<file path="src/rtl/bandlimited_sinc_pulse_oscillator_top_assert.svh">
// assertion macros for the sinc pulse oscillator
`ifndef BANDLIMITED_SINC_PULSE_OSCILLATOR_TOP_ASSERT_SVH
`define BANDLIMITED_SINC_PULSE_OSCILLATOR_TOP_ASSERT_SVH

// same-cycle implication, clocked on clk, off during reset
`define BSP_ASSERT_IMPL(name, ante, cons) \
    name: assert property (@(posedge clk) disable iff (!rst_n) (ante) |-> (cons)) \
        else $error("bsp assertion failed");

// next-cycle implication
`define BSP_ASSERT_NEXT(name, ante, cons) \
    name: assert property (@(posedge clk) disable iff (!rst_n) (ante) |=> (cons)) \
        else $error("bsp assertion failed");

`endif

</file>
<file path="src/rtl/bsp_pkg.sv">
// shared types, constants and rounding helpers for the sinc pulse oscillator
`timescale 1ns / 1ps

package bsp_pkg;

    localparam int DW = 64;
    localparam int CW = $clog2(DW);
    localparam int ADDR_W = 4;
    localparam int PHASE_BITS_DEF = 40;
    localparam int SAMPLE_BITS_DEF = 18;

    localparam logic [DW-1:0] HALFPI_Q40 = 64'd1727108826179;
    localparam logic [DW-1:0] PI_Q32 = 64'd13493037705;
    localparam logic [DW-1:0] INV2PI_Q32 = 64'd683565276;
    localparam logic [DW-1:0] EPS_Q40 = 64'd34769605;
    localparam logic [DW-1:0] POLY_A = 64'd1686629713;
    localparam logic [DW-1:0] POLY_B = 64'd693598563;
    localparam logic [DW-1:0] POLY_C = 64'd85569278;
    localparam logic [DW-1:0] POLY_D = 64'd5026957;

    localparam logic [15:0] MOD_MIN = 16'd41;
    localparam logic [23:0] PERIOD_MIN = 24'd512;
    localparam logic [15:0] AMP_RESET = 16'd32768;
    localparam logic [23:0] PERIOD_RESET = 24'd25600;
    localparam logic [15:0] MOD_RESET = 16'd4096;

    localparam logic [1:0] REG_AMPLITUDE = 2'd0;
    localparam logic [1:0] REG_PERIOD = 2'd1;
    localparam logic [1:0] REG_MODULATION = 2'd2;

    typedef enum logic [4:0] {
        ST_IDLE,
        ST_ADVANCE,
        ST_REFLECT,
        ST_REC,
        ST_HP,
        ST_DC,
        ST_HPL,
        ST_Q,
        ST_STEP,
        ST_NEG,
        ST_SIN_MOD,
        ST_SIN_TURN,
        ST_SIN_X2,
        ST_SIN_T1,
        ST_SIN_T2,
        ST_SIN_T3,
        ST_SIN_S,
        ST_SIN_AMP,
        ST_QUO,
        ST_OUT
    } state_t;

    // round half up of a non-negative value, shift right by n
    function automatic logic [DW-1:0] urnd(input logic [DW-1:0] v, input int unsigned n);
        logic [DW-1:0] half;
        half = 64'd1 << (n - 1);
        return (v + half) >> n;
    endfunction

    // round half away from zero
    function automatic logic signed [DW-1:0] srnd(input logic signed [DW-1:0] v,
                                                  input int unsigned n);
        logic [DW-1:0] mag;
        logic [DW-1:0] r;
        mag = v[DW-1] ? -v : v;
        r = urnd(mag, n);
        return v[DW-1] ? -$signed(r) : $signed(r);
    endfunction

    // clamp to a signed range of the given width
    function automatic logic signed [DW-1:0] sat(input logic signed [DW-1:0] v,
                                                 input int unsigned bits);
        logic signed [DW-1:0] lim;
        lim = 64'sd1 <<< (bits - 1);
        if (v > lim - 64'sd1)
        begin
            return lim - 64'sd1;
        end
        if (v < -lim)
        begin
            return -lim;
        end
        return v;
    endfunction

endpackage

</file>
<file path="src/rtl/bandlimited_sinc_pulse_oscillator_top.sv">
// sinc pulse train oscillator: sequencer, state and configuration registers
//
//   channel   direction   handshake              payload
//   in        to block    in_valid / in_ready    tick
//   out       from block  out_valid / out_ready  sample, period_start
//   cfg       to block    psel / penable         paddr, pwdata, prdata
//
// an ordinary sample takes one serial multiply for the sine recurrence and one
// division for sine over phase, skipped when the phase is near zero
// a sample that starts a period runs the period set-up and three sine
// evaluations, which share the same multiplier and divider
// rst_n clears the sequencer, phase, step and dc level and resets the registers
// a new tick is taken while the last sample still waits in the output register
`timescale 1ns / 1ps
`include "bandlimited_sinc_pulse_oscillator_top_assert.svh"

module bandlimited_sinc_pulse_oscillator_top
    import bsp_pkg::*;
#(
    parameter int PHASE_BITS  = PHASE_BITS_DEF,
    parameter int SAMPLE_BITS = SAMPLE_BITS_DEF
)
(
    input  logic                          clk,
    input  logic                          rst_n,
    input  logic                          psel,
    input  logic                          penable,
    input  logic                          pwrite,
    input  logic [ADDR_W-1:0]             paddr,
    input  logic [31:0]                   pwdata,
    output logic [31:0]                   prdata,
    output logic                          pready,
    input  logic                          in_valid,
    output logic                          in_ready,
    input  logic                          tick,
    output logic                          out_valid,
    input  logic                          out_ready,
    output logic signed [SAMPLE_BITS-1:0] sample,
    output logic                          period_start
);

    localparam int FRAC_BITS = PHASE_BITS - 22;
    localparam int STEP_BITS = PHASE_BITS - 8;
    localparam int SH_DN = (FRAC_BITS >= 28) ? FRAC_BITS - 28 : 0;
    localparam int SH_UP = (FRAC_BITS >= 28) ? 0 : 28 - FRAC_BITS;
    localparam logic signed [DW-1:0] TWO_PI_F = urnd(HALFPI_Q40 << 2, 40 - FRAC_BITS);
    localparam logic signed [DW-1:0] HALF_PI_F = urnd(HALFPI_Q40, 40 - FRAC_BITS);
    localparam logic signed [DW-1:0] QUARTER_PI_F = urnd(HALFPI_Q40, 41 - FRAC_BITS);
    localparam logic [DW-1:0] EPS_F = urnd(EPS_Q40, 40 - FRAC_BITS);

    state_t state_reg;
    state_t state_next;
    logic   launched_reg;

    logic [15:0] amp_reg;
    logic [23:0] period_reg;
    logic [15:0] mod_reg;

    logic signed [PHASE_BITS-1:0]  phase_reg;
    logic signed [STEP_BITS-1:0]   step_reg;
    logic signed [PHASE_BITS-1:0]  hpl_reg;
    logic signed [23:0]            dc_reg;
    logic signed [23:0]            sine_now_reg;
    logic signed [23:0]            sine_before_reg;
    logic signed [23:0]            gain_reg;
    logic [39:0]                   hp_reg;
    logic [20:0]                   d_reg;
    logic [31:0]                   q_reg;
    logic [1:0]                    sin_idx_reg;
    logic [31:0]                   r28_reg;
    logic [1:0]                    quad_reg;
    logic [30:0]                   x_reg;
    logic [30:0]                   x2_reg;
    logic [31:0]                   t_reg;
    logic                          start_flag_reg;
    logic signed [SAMPLE_BITS-1:0] res_reg;
    logic signed [SAMPLE_BITS-1:0] sample_reg;
    logic                          out_valid_reg;
    logic                          out_start_reg;

    logic          mul_start;
    logic [DW-1:0] mul_a;
    logic [DW-1:0] mul_b;
    logic          mul_done;
    logic [DW-1:0] mul_p;
    logic          div_start;
    logic [DW-1:0] div_num;
    logic [DW-1:0] div_den;
    logic          div_done;
    logic [DW-1:0] div_quo;
    logic [DW-1:0] div_rem;
    logic          op_done;

    logic                 cfg_write;
    logic signed [DW-1:0] phase_w;
    logic signed [DW-1:0] step_w;
    logic signed [DW-1:0] hpl_w;
    logic signed [DW-1:0] adv_phase;
    logic signed [DW-1:0] refl_phase;
    logic [DW-1:0]        phase_mag;
    logic                 near_zero;
    logic signed [DW-1:0] sin_arg;
    logic [DW-1:0]        arg_mag;
    logic [DW-1:0]        sine_mag;
    logic [DW-1:0]        gain_mag;
    logic [DW-1:0]        hp_n;
    logic [20:0]          d_calc;
    logic [DW-1:0]        mod_r;
    logic [DW-1:0]        r28_calc;
    logic [31:0]          turn;
    logic [31:0]          s_calc;
    logic signed [DW-1:0] s_w;
    logic signed [DW-1:0] gain_calc;
    logic [DW-1:0]        amp_v;
    logic signed [DW-1:0] amp_calc;
    logic signed [DW-1:0] rec_v;
    logic signed [DW-1:0] rec_calc;
    logic signed [DW-1:0] q22;
    logic signed [DW-1:0] smp_calc;

    bsp_mul u_mul (
        .clk     (clk),
        .rst_n   (rst_n),
        .start   (mul_start),
        .op_a    (mul_a),
        .op_b    (mul_b),
        .done    (mul_done),
        .product (mul_p)
    );

    bsp_div u_div (
        .clk   (clk),
        .rst_n (rst_n),
        .start (div_start),
        .num   (div_num),
        .den   (div_den),
        .done  (div_done),
        .quo   (div_quo),
        .rem   (div_rem)
    );

    assign op_done   = mul_done | div_done;
    assign cfg_write = psel & penable & pwrite;
    assign pready    = 1'b1;

    always_comb
    begin
        case (paddr[3:2])
            REG_AMPLITUDE:  prdata = {16'd0, amp_reg};
            REG_PERIOD:     prdata = {8'd0, period_reg};
            REG_MODULATION: prdata = {16'd0, mod_reg};
            default:        prdata = '0;
        endcase
    end

    // datapath arithmetic around the shared units
    always_comb
    begin
        phase_w    = DW'(phase_reg);
        step_w     = DW'(step_reg);
        hpl_w      = DW'(hpl_reg);
        adv_phase  = sat(phase_w + step_w, PHASE_BITS);
        refl_phase = sat((hpl_w <<< 1) - phase_w, PHASE_BITS);
        phase_mag  = phase_w[DW-1] ? -phase_w : phase_w;
        near_zero  = phase_mag <= EPS_F;

        case (sin_idx_reg)
            2'd0:    sin_arg = phase_w;
            2'd1:    sin_arg = phase_w - step_w;
            default: sin_arg = step_w + HALF_PI_F;
        endcase
        arg_mag  = sin_arg[DW-1] ? -sin_arg : sin_arg;
        sine_mag = sine_now_reg[23] ? -DW'(sine_now_reg) : DW'(sine_now_reg);
        gain_mag = gain_reg[23] ? -DW'(gain_reg) : DW'(gain_reg);

        hp_n   = (mul_p + (64'd1 << 20)) >> 21;
        d_calc = (hp_n == '0) ? 21'd1 : 21'((hp_n << 1) - 64'd1);

        // reduce into [0, 2pi) from the magnitude remainder
        mod_r    = (sin_arg[DW-1] && (div_rem != '0)) ? TWO_PI_F - div_rem : div_rem;
        r28_calc = (mod_r >> SH_DN) << SH_UP;
        turn     = mul_p[59:28];

        s_calc    = mul_p[61:30];
        s_w       = quad_reg[1] ? -$signed(DW'(s_calc)) : $signed(DW'(s_calc));
        gain_calc = sat(srnd(s_w <<< 1, 9), 24);
        amp_v     = urnd(mul_p, 24);
        amp_calc  = sat(quad_reg[1] ? -$signed(amp_v) : $signed(amp_v), 24);

        rec_v    = (gain_reg[23] ^ sine_now_reg[23]) ? -$signed(mul_p) : $signed(mul_p);
        rec_calc = sat(srnd(rec_v, 21) - DW'(sine_before_reg), 24);

        if (near_zero)
        begin
            q22 = $signed(DW'(amp_reg) << 6);
        end
        else
        begin
            q22 = (sine_now_reg[23] ^ phase_reg[PHASE_BITS-1]) ? -$signed(div_quo)
                                                              : $signed(div_quo);
        end
        smp_calc = sat(srnd(q22 - DW'(dc_reg), 6), SAMPLE_BITS);
    end

    always_comb
    begin
        state_next = state_reg;
        case (state_reg)
            ST_IDLE:
            begin
                if (in_valid && tick)
                begin
                    state_next = ST_ADVANCE;
                end
            end
            ST_ADVANCE:  state_next = (adv_phase <= QUARTER_PI_F) ? ST_HP : ST_REFLECT;
            ST_REFLECT:  state_next = ST_REC;
            ST_REC:      state_next = op_done ? ST_QUO : ST_REC;
            ST_HP:       state_next = op_done ? ST_DC : ST_HP;
            ST_DC:       state_next = op_done ? ST_HPL : ST_DC;
            ST_HPL:      state_next = op_done ? ST_Q : ST_HPL;
            ST_Q:        state_next = op_done ? ST_STEP : ST_Q;
            ST_STEP:     state_next = op_done ? ST_NEG : ST_STEP;
            ST_NEG:      state_next = ST_SIN_MOD;
            ST_SIN_MOD:  state_next = op_done ? ST_SIN_TURN : ST_SIN_MOD;
            ST_SIN_TURN: state_next = op_done ? ST_SIN_X2 : ST_SIN_TURN;
            ST_SIN_X2:   state_next = op_done ? ST_SIN_T1 : ST_SIN_X2;
            ST_SIN_T1:   state_next = op_done ? ST_SIN_T2 : ST_SIN_T1;
            ST_SIN_T2:   state_next = op_done ? ST_SIN_T3 : ST_SIN_T2;
            ST_SIN_T3:   state_next = op_done ? ST_SIN_S : ST_SIN_T3;
            ST_SIN_S:
            begin
                if (op_done)
                begin
                    state_next = (sin_idx_reg == 2'd2) ? ST_QUO : ST_SIN_AMP;
                end
            end
            ST_SIN_AMP:  state_next = op_done ? ST_SIN_MOD : ST_SIN_AMP;
            ST_QUO:
            begin
                if (near_zero || op_done)
                begin
                    state_next = ST_OUT;
                end
            end
            ST_OUT:
            begin
                if (!out_valid_reg || out_ready)
                begin
                    state_next = ST_IDLE;
                end
            end
            default:     state_next = ST_IDLE;
        endcase
    end

    // unit launches and operand selection
    always_comb
    begin
        mul_start = 1'b0;
        div_start = 1'b0;
        mul_a     = '0;
        mul_b     = '0;
        div_num   = '0;
        div_den   = '0;
        case (state_reg)
            ST_REC:
            begin
                mul_start = !launched_reg;
                mul_a     = gain_mag;
                mul_b     = sine_mag;
            end
            ST_HP:
            begin
                mul_start = !launched_reg;
                mul_a     = DW'(period_reg);
                mul_b     = DW'(mod_reg);
            end
            ST_DC:
            begin
                div_start = !launched_reg;
                div_num   = (DW'(amp_reg) << 6) + DW'(d_reg >> 1);
                div_den   = DW'(d_reg);
            end
            ST_HPL:
            begin
                mul_start = !launched_reg;
                mul_a     = DW'(d_reg);
                mul_b     = HALFPI_Q40;
            end
            ST_Q:
            begin
                div_start = !launched_reg;
                div_num   = DW'(d_reg) << 40;
                div_den   = DW'(hp_reg);
            end
            ST_STEP:
            begin
                mul_start = !launched_reg;
                mul_a     = DW'(q_reg);
                mul_b     = PI_Q32;
            end
            ST_SIN_MOD:
            begin
                div_start = !launched_reg;
                div_num   = arg_mag;
                div_den   = TWO_PI_F;
            end
            ST_SIN_TURN:
            begin
                mul_start = !launched_reg;
                mul_a     = DW'(r28_reg);
                mul_b     = INV2PI_Q32;
            end
            ST_SIN_X2:
            begin
                mul_start = !launched_reg;
                mul_a     = DW'(x_reg);
                mul_b     = DW'(x_reg);
            end
            ST_SIN_T1:
            begin
                mul_start = !launched_reg;
                mul_a     = DW'(x2_reg);
                mul_b     = POLY_D;
            end
            ST_SIN_T2, ST_SIN_T3:
            begin
                mul_start = !launched_reg;
                mul_a     = DW'(x2_reg);
                mul_b     = DW'(t_reg);
            end
            ST_SIN_S:
            begin
                mul_start = !launched_reg;
                mul_a     = DW'(x_reg);
                mul_b     = DW'(t_reg);
            end
            ST_SIN_AMP:
            begin
                mul_start = !launched_reg;
                mul_a     = DW'(amp_reg);
                mul_b     = DW'(t_reg);
            end
            ST_QUO:
            begin
                div_start = !launched_reg && !near_zero;
                div_num   = sine_mag << FRAC_BITS;
                div_den   = phase_mag;
            end
            default:
            begin
                mul_start = 1'b0;
            end
        endcase
    end

    always_ff @(posedge clk or negedge rst_n)
    begin
        if (!rst_n)
        begin
            state_reg     <= ST_IDLE;
            launched_reg  <= 1'b0;
            amp_reg       <= AMP_RESET;
            period_reg    <= PERIOD_RESET;
            mod_reg       <= MOD_RESET;
            phase_reg     <= '0;
            step_reg      <= '0;
            dc_reg        <= '0;
            out_valid_reg <= 1'b0;
        end
        else
        begin
            state_reg <= state_next;
            if (mul_start || div_start)
            begin
                launched_reg <= 1'b1;
            end
            else if (op_done)
            begin
                launched_reg <= 1'b0;
            end

            if (cfg_write)
            begin
                case (paddr[3:2])
                    REG_AMPLITUDE:  amp_reg <= pwdata[15:0];
                    REG_PERIOD:
                    begin
                        period_reg <= (pwdata[23:0] < PERIOD_MIN) ? PERIOD_MIN : pwdata[23:0];
                    end
                    REG_MODULATION:
                    begin
                        mod_reg <= (pwdata[15:0] < MOD_MIN) ? MOD_MIN : pwdata[15:0];
                    end
                    default:        amp_reg <= amp_reg;
                endcase
            end

            case (state_reg)
                ST_ADVANCE: phase_reg <= adv_phase[PHASE_BITS-1:0];
                ST_REFLECT:
                begin
                    if (phase_w > hpl_w)
                    begin
                        phase_reg <= refl_phase[PHASE_BITS-1:0];
                        step_reg  <= -step_reg;
                    end
                end
                ST_DC:
                begin
                    if (op_done)
                    begin
                        dc_reg <= div_quo[23:0];
                    end
                end
                ST_STEP:
                begin
                    if (op_done)
                    begin
                        step_reg <= STEP_BITS'(urnd(mul_p, 52 - FRAC_BITS));
                    end
                end
                ST_NEG:     phase_reg <= -phase_reg;
                default:    phase_reg <= phase_reg;
            endcase

            if ((state_reg == ST_OUT) && (!out_valid_reg || out_ready))
            begin
                out_valid_reg <= 1'b1;
            end
            else if (out_ready)
            begin
                out_valid_reg <= 1'b0;
            end
        end
    end

    always_ff @(posedge clk)
    begin
        case (state_reg)
            ST_ADVANCE: start_flag_reg <= adv_phase <= QUARTER_PI_F;
            ST_REC:
            begin
                if (op_done)
                begin
                    sine_before_reg <= sine_now_reg;
                    sine_now_reg    <= rec_calc[23:0];
                end
            end
            ST_HP:
            begin
                if (op_done)
                begin
                    hp_reg <= mul_p[39:0];
                    d_reg  <= d_calc;
                end
            end
            ST_HPL:
            begin
                if (op_done)
                begin
                    hpl_reg <= PHASE_BITS'(urnd(mul_p, 40 - FRAC_BITS));
                end
            end
            ST_Q:
            begin
                if (op_done)
                begin
                    q_reg <= div_quo[31:0];
                end
            end
            ST_NEG:     sin_idx_reg <= 2'd0;
            ST_SIN_MOD:
            begin
                if (op_done)
                begin
                    r28_reg <= r28_calc[31:0];
                end
            end
            ST_SIN_TURN:
            begin
                if (op_done)
                begin
                    quad_reg <= turn[31:30];
                    // mirror odd quadrants about a quarter turn
                    x_reg    <= turn[30] ? (31'h4000_0000 - {1'b0, turn[29:0]})
                                         : {1'b0, turn[29:0]};
                end
            end
            ST_SIN_X2:
            begin
                if (op_done)
                begin
                    x2_reg <= mul_p[60:30];
                end
            end
            ST_SIN_T1:
            begin
                if (op_done)
                begin
                    t_reg <= 32'(POLY_C - (mul_p >> 30));
                end
            end
            ST_SIN_T2:
            begin
                if (op_done)
                begin
                    t_reg <= 32'(POLY_B - (mul_p >> 30));
                end
            end
            ST_SIN_T3:
            begin
                if (op_done)
                begin
                    t_reg <= 32'(POLY_A - (mul_p >> 30));
                end
            end
            ST_SIN_S:
            begin
                if (op_done)
                begin
                    t_reg <= s_calc;
                    if (sin_idx_reg == 2'd2)
                    begin
                        gain_reg <= gain_calc[23:0];
                    end
                end
            end
            ST_SIN_AMP:
            begin
                if (op_done)
                begin
                    if (sin_idx_reg == 2'd0)
                    begin
                        sine_now_reg <= amp_calc[23:0];
                    end
                    else
                    begin
                        sine_before_reg <= amp_calc[23:0];
                    end
                    sin_idx_reg <= sin_idx_reg + 2'd1;
                end
            end
            ST_QUO:
            begin
                if (near_zero || op_done)
                begin
                    res_reg <= smp_calc[SAMPLE_BITS-1:0];
                end
            end
            ST_OUT:
            begin
                if (!out_valid_reg || out_ready)
                begin
                    sample_reg    <= res_reg;
                    out_start_reg <= start_flag_reg;
                end
            end
            default:    sin_idx_reg <= sin_idx_reg;
        endcase
    end

    assign in_ready     = state_reg == ST_IDLE;
    assign out_valid    = out_valid_reg;
    assign sample       = sample_reg;
    assign period_start = out_start_reg;

    `BSP_ASSERT_IMPL(a_done_launched, mul_done || div_done, launched_reg)
    `BSP_ASSERT_IMPL(a_units_exclusive, mul_done, !div_done)
    `BSP_ASSERT_NEXT(a_tick_advances, in_valid && in_ready && tick, state_reg == ST_ADVANCE)

endmodule

</file>
<file path="src/rtl/bsp_mul.sv">
// bit-serial shift-add multiplier, low 64 bits of the product
`timescale 1ns / 1ps

module bsp_mul
    import bsp_pkg::*;
(
    input  logic          clk,
    input  logic          rst_n,
    input  logic          start,
    input  logic [DW-1:0] op_a,
    input  logic [DW-1:0] op_b,
    output logic          done,
    output logic [DW-1:0] product
);

    logic          busy_reg;
    logic          done_reg;
    logic [DW-1:0] a_reg;
    logic [DW-1:0] b_reg;
    logic [DW-1:0] acc_reg;

    always_ff @(posedge clk or negedge rst_n)
    begin
        if (!rst_n)
        begin
            busy_reg <= 1'b0;
            done_reg <= 1'b0;
        end
        else if (start)
        begin
            busy_reg <= 1'b1;
            done_reg <= 1'b0;
        end
        else if (busy_reg && (b_reg == '0))
        begin
            busy_reg <= 1'b0;
            done_reg <= 1'b1;
        end
        else
        begin
            done_reg <= 1'b0;
        end
    end

    // one multiplier bit per cycle, stops early once the rest is zero
    always_ff @(posedge clk)
    begin
        if (start)
        begin
            a_reg   <= op_a;
            b_reg   <= op_b;
            acc_reg <= '0;
        end
        else if (busy_reg && (b_reg != '0))
        begin
            if (b_reg[0])
            begin
                acc_reg <= acc_reg + a_reg;
            end
            a_reg <= a_reg << 1;
            b_reg <= b_reg >> 1;
        end
    end

    assign done    = done_reg;
    assign product = acc_reg;

endmodule

</file>
<file path="src/rtl/bsp_div.sv">
// radix-2 restoring divider, one quotient bit per cycle
`timescale 1ns / 1ps

module bsp_div
    import bsp_pkg::*;
(
    input  logic          clk,
    input  logic          rst_n,
    input  logic          start,
    input  logic [DW-1:0] num,
    input  logic [DW-1:0] den,
    output logic          done,
    output logic [DW-1:0] quo,
    output logic [DW-1:0] rem
);

    logic          busy_reg;
    logic          done_reg;
    logic [CW-1:0] cnt_reg;
    logic [DW-1:0] rem_reg;
    logic [DW-1:0] quo_reg;
    logic [DW-1:0] den_reg;
    logic [DW:0]   shifted;
    logic          fits;

    assign shifted = {rem_reg, quo_reg[DW-1]};
    assign fits    = shifted >= {1'b0, den_reg};

    always_ff @(posedge clk or negedge rst_n)
    begin
        if (!rst_n)
        begin
            busy_reg <= 1'b0;
            done_reg <= 1'b0;
            cnt_reg  <= '0;
        end
        else if (start)
        begin
            busy_reg <= 1'b1;
            done_reg <= 1'b0;
            cnt_reg  <= CW'(DW - 1);
        end
        else if (busy_reg)
        begin
            if (cnt_reg == '0)
            begin
                busy_reg <= 1'b0;
                done_reg <= 1'b1;
            end
            else
            begin
                cnt_reg <= cnt_reg - 1'b1;
            end
        end
        else
        begin
            done_reg <= 1'b0;
        end
    end

    // dividend shifts out of the quotient register as quotient bits shift in
    always_ff @(posedge clk)
    begin
        if (start)
        begin
            rem_reg <= '0;
            quo_reg <= num;
            den_reg <= den;
        end
        else if (busy_reg)
        begin
            rem_reg <= fits ? DW'(shifted - {1'b0, den_reg}) : shifted[DW-1:0];
            quo_reg <= {quo_reg[DW-2:0], fits};
        end
    end

    assign done = done_reg;
    assign quo  = quo_reg;
    assign rem  = rem_reg;

endmodule
</file>
<file path="config.mk">
export PLATFORM = sky130hd
export DESIGN_NAME = bandlimited_sinc_pulse_oscillator_top
export DESIGN_NICKNAME = d
export VERILOG_FILES = /design/src/rtl/bsp_pkg.sv /design/src/rtl/bandlimited_sinc_pulse_oscillator_top.sv /design/src/rtl/bsp_mul.sv /design/src/rtl/bsp_div.sv
export VERILOG_INCLUDE_DIRS = /design/src /design/src/rtl
export SDC_FILE = /design/constraint.sdc
export NUM_CORES = 2
export LEC_CHECK = 0
export BUFFER_PORTS_ARGS = -buffer_cell sky130_fd_sc_hd__buf_2
export CAP_MARGIN = 20
export CORE_MARGIN = 2
export CORE_UTILIZATION = 25
export DETAILED_ROUTE_END_ITERATION = 8
export GPL_ROUTABILITY_DRIVEN = 0
export PLACE_DENSITY = 0.39
export SLEW_MARGIN = 15
export SYNTH_ARGS = -nofsm -noshare
export SYNTH_HDL_FRONTEND = slang
export SYNTH_SLANG_ARGS = --single-unit
</file>
<file path="constraint.sdc">
create_clock -name clk -period 15.7 [get_ports clk]
set_input_delay 1.57 -clock clk [delete_from_list [all_inputs] [get_ports clk]]
set_output_delay 1.57 -clock clk [all_outputs]
set_load 0.02 [all_outputs]
</file>
==> impl_metrics.csv <==
group,metric,value,unit
outcome,status,"completed",
critical_path,crit_path_start_kind,"flip-flop",
routing,dr.pass1.iters,7,
routing,wl_per_cell,26.65,um
logic_synthesis,ys_warn_count,0,
global_routing,grt_pass1_wl,592100,um
place,dp_hpwl,320500,um
logic_synthesis,synth.distinct_cells,123,
critical_path,max_stage_delay,0.64,ns
place,port_buffers,78,
flow_run,max-cap-violations,0,
floorplanning,num_rows,217,
logic_synthesis,synth_cells,10930,
sta,worstMarginPinSlew,1.432,ns
min_path,min_to,"sample[16]$_DFFE_PP_",
clock_network,root_buffer,"clkbuf_16",
floorplanning,chipWidth,595.8,um
logic_synthesis,ys_top_cells_by_area,"edfxtp_1 (21%), xnor2_1 (8.9%), ha_1 (6.7%), nand2_1 (4.8%), dfrtp_1 (4.7%)",
routing,wl,413800,um
clock_network,htree_levels,3,
logic_synthesis,netlist_area,87560,um2
final_layout,fill_cells,37460,
final_layout,final_common_cell,"nand2_1",
sta,period_share,94.70,%
global_routing,grt_pass1_vias,81700,
global_routing,grt_max_degree,95,
critical_path,reg2reg_depth,46,
logic_synthesis,synth_top_area_cell,"edfxtp_1",
floorplanning,initial_core_util,25.10,%
critical_path,reg2reg_slack,0.83,ns
final_layout,area_delta_synth_final,12.01,%
clock_network,clkLatencyLatePin,0.91,ns
sta,slew_viol_final,0,
floorplanning,die_area,355000,um2
sta,finClkSkew,0.08165,ns
clock_network,clockBufferDepth,4,
routing,drt-initial-drc-count,9128,
critical_path,r2r-end,"res_reg[7]$_SDFFCE_PN1P_",
critical_path,rr_startpoint,"phase_reg[0]$_DFFE_PN0P_",
critical_path,crit_arrival,15.41,ns
clock_network,clkTransAtPathRegs,0.06,ns
sta,maxSlewHeadroom,4.214,%
sta,setup_viol,0,
sta,finalCriticalPeriod,14.87,ns
sta,hold_viol,0,
logic_synthesis,synth_edf_count,617,
min_path,hp-class,"flip-flop to flip-flop",
logic_synthesis,yosys.area.top_type_share,21.16,%
routing,vias,85990,
final_layout,nets,11350,
critical_path,critPathKind,"flip-flop to flip-flop",
routing,detail_route.vias_per_cell,5.538,
logic_synthesis,synth_ff_type,"edfxtp_1",
floorplanning,die_h,595.8,um
logic_synthesis,ys_ff_latch,914,
logic_synthesis,ys_seq_area_share,28.92,%
sta,fmax,0.06726,GHz
critical_path,worstPathMaxFanout,23,
sta,grt_setup_unrepaired,"no",
final_layout,layout_common_cells,"nand2_1 (1121), nor2_1 (1029), xnor2_1 (889)",
final_layout,regArea,25340,um2
critical_path,cpMaxStageDelayCell,"or4_1",
clock_network,postCtsHoldBufs,0,
clock_network,clock_sinks,914,
routing,drc_errors,0,
critical_path,cp-end-kind,"flip-flop",
sta,tns,0,ns
clock_network,cts_tree,"done",
logic_synthesis,synthArstFlopShare,18.49,%
floorplanning,boundaryPins,98,
logic_synthesis,avgSynthCellArea,8.014,um2
global_routing,grtUsageTotal,22.42,%
global_routing,grt-ovfl-total,0,
min_path,min_from,"res_reg[16]$_SDFFCE_PN1P_",
critical_path,required,16.24,ns
final_layout,multi_input_area,58570,um2
min_path,hold_depth,0,
critical_path,crit_top_cell,"buf_4",
floorplanning,core,348900,um2
final_layout,drive_gt1_share,8.249,%
global_routing,antenna_found_initial,23,
clock_network,numCtsBuffers,121,
routing,ant_nets,0,
==> cell families after synthesis <==
kind of cell / Yosys count / synth area share (%)
DFF: 914 / 28.92
xor gates and xnor gates: 1236 / 12.42
and+or+nand+nor: 4100 / 22.97
muxes: 171 / 2.063
buffers and inverters: 1092 / 4.865
AOI/OAI and AO/OA: 2930 / 21.82
adders and majority gates: 481 / 6.939
other: 2 / 0.008577
==> final cells by class <==
| class | count | area share, % |
|---|---|---|
| Multi-Input combinational cell | 8952 | 59.71 |
| Sequential cell | 914 | 25.84 |
| Tap cell | 4599 | 5.867 |
| Clock buffer | 160 | 3.381 |
| Timing Repair Buffer | 347 | 2.528 |
| Inverter | 487 | 1.866 |
| Clock inverter | 62 | 0.7935 |
| Antenna cell | 5 | 0.01276 |
==> metal layers <==
layer,vias up,part of all wire [%],GRT usage [%]
li1,39770,-,-
met1,42230,44,29.93
met2,3284,44,35.27
met3,700,6.4,3.210
met4,2,5.8,11.05
met5,-,0.0031,0
==> how the worst max path moves through the flow <==
| stage | cells past startpoint | start | slack (ns) | endpoint |
|---|---|---|---|---|
| 4_1_cts | 43 | phase_reg[9]$_DFFE_PN0P_ | 0.57 | res_reg[7]$_SDFFCE_PN1P_ |
| 3_3_place_gp | 42 | phase_reg[9]$_DFFE_PN0P_ | 0.72 | res_reg[1]$_SDFFCE_PN1P_ |
| 6_report | 46 | phase_reg[0]$_DFFE_PN0P_ | 0.83 | res_reg[7]$_SDFFCE_PN1P_ |
| 3_5_place_dp | 46 | phase_reg[0]$_DFFE_PN0P_ | 0.71 | res_reg[7]$_SDFFCE_PN1P_ |
| 5_1_grt | 46 | phase_reg[0]$_DFFE_PN0P_ | 0.01 | res_reg[2]$_SDFFCE_PN1P_ |
| 2_1_floorplan | 60 | phase_reg[1]$_DFFE_PN0P_ | 0.45 | res_reg[10]$_SDFFCE_PN1P_ |
==> critical path: cells and delay by family, from the launching register on <==
kind                     cells  cell delay, ns
multiplexers                 1            0.36
flip-flops                   1            0.50
AO/OA/AOI/OAI               12            3.50
adder cells (fa/ha/maj)      3            0.85
XOR/XNOR                     2            0.37
buffers and inverters        6            1.33
AND/OR/NAND/NOR             22            7.54
==> synth_stat cells (all sizes together) (174+ instances only) <==
master	instances
a31oi	206
xnor2	897
clkbuf	504
xor2	338
a21oi	796
nand4	184
nand3	348
nor2	1058
nand2	1126
edfxtp	617
a21o	174
o21ai	669
inv	479
nor3	321
ha	472
==> per-stage QoR <==
stage / hold slack (ns) / area, um2 / util [%] / worst slack, ns / cells
3_3_place_gp: 0.4018 / 93730 / 26.87 / 0.7215 / 15290
5_1_grt: 0.4246 / 98070 / 28.11 / 0.01424 / 15520
3_5_place_dp: 0.4045 / 93810 / 26.89 / 0.7084 / 15290
2_1_floorplan: 0.4003 / 87680 / - / 0.4510 / 10960
6_report: 0.4166 / 98080 / 28.11 / 0.8314 / 15530
4_1_cts: 0.4183 / 97900 / 28.06 / 0.5744 / 15510
==> what timing repair did <==
action,CTS,global route
setup buffers,0,1
resized for setup,0,9
hold endpoints to repair,0,0
setup endpoints to repair,0,17
Power is left out: the tool's default activity adds up to more than one toggle a clock period on the data nets, which glitch-free logic cannot reach.
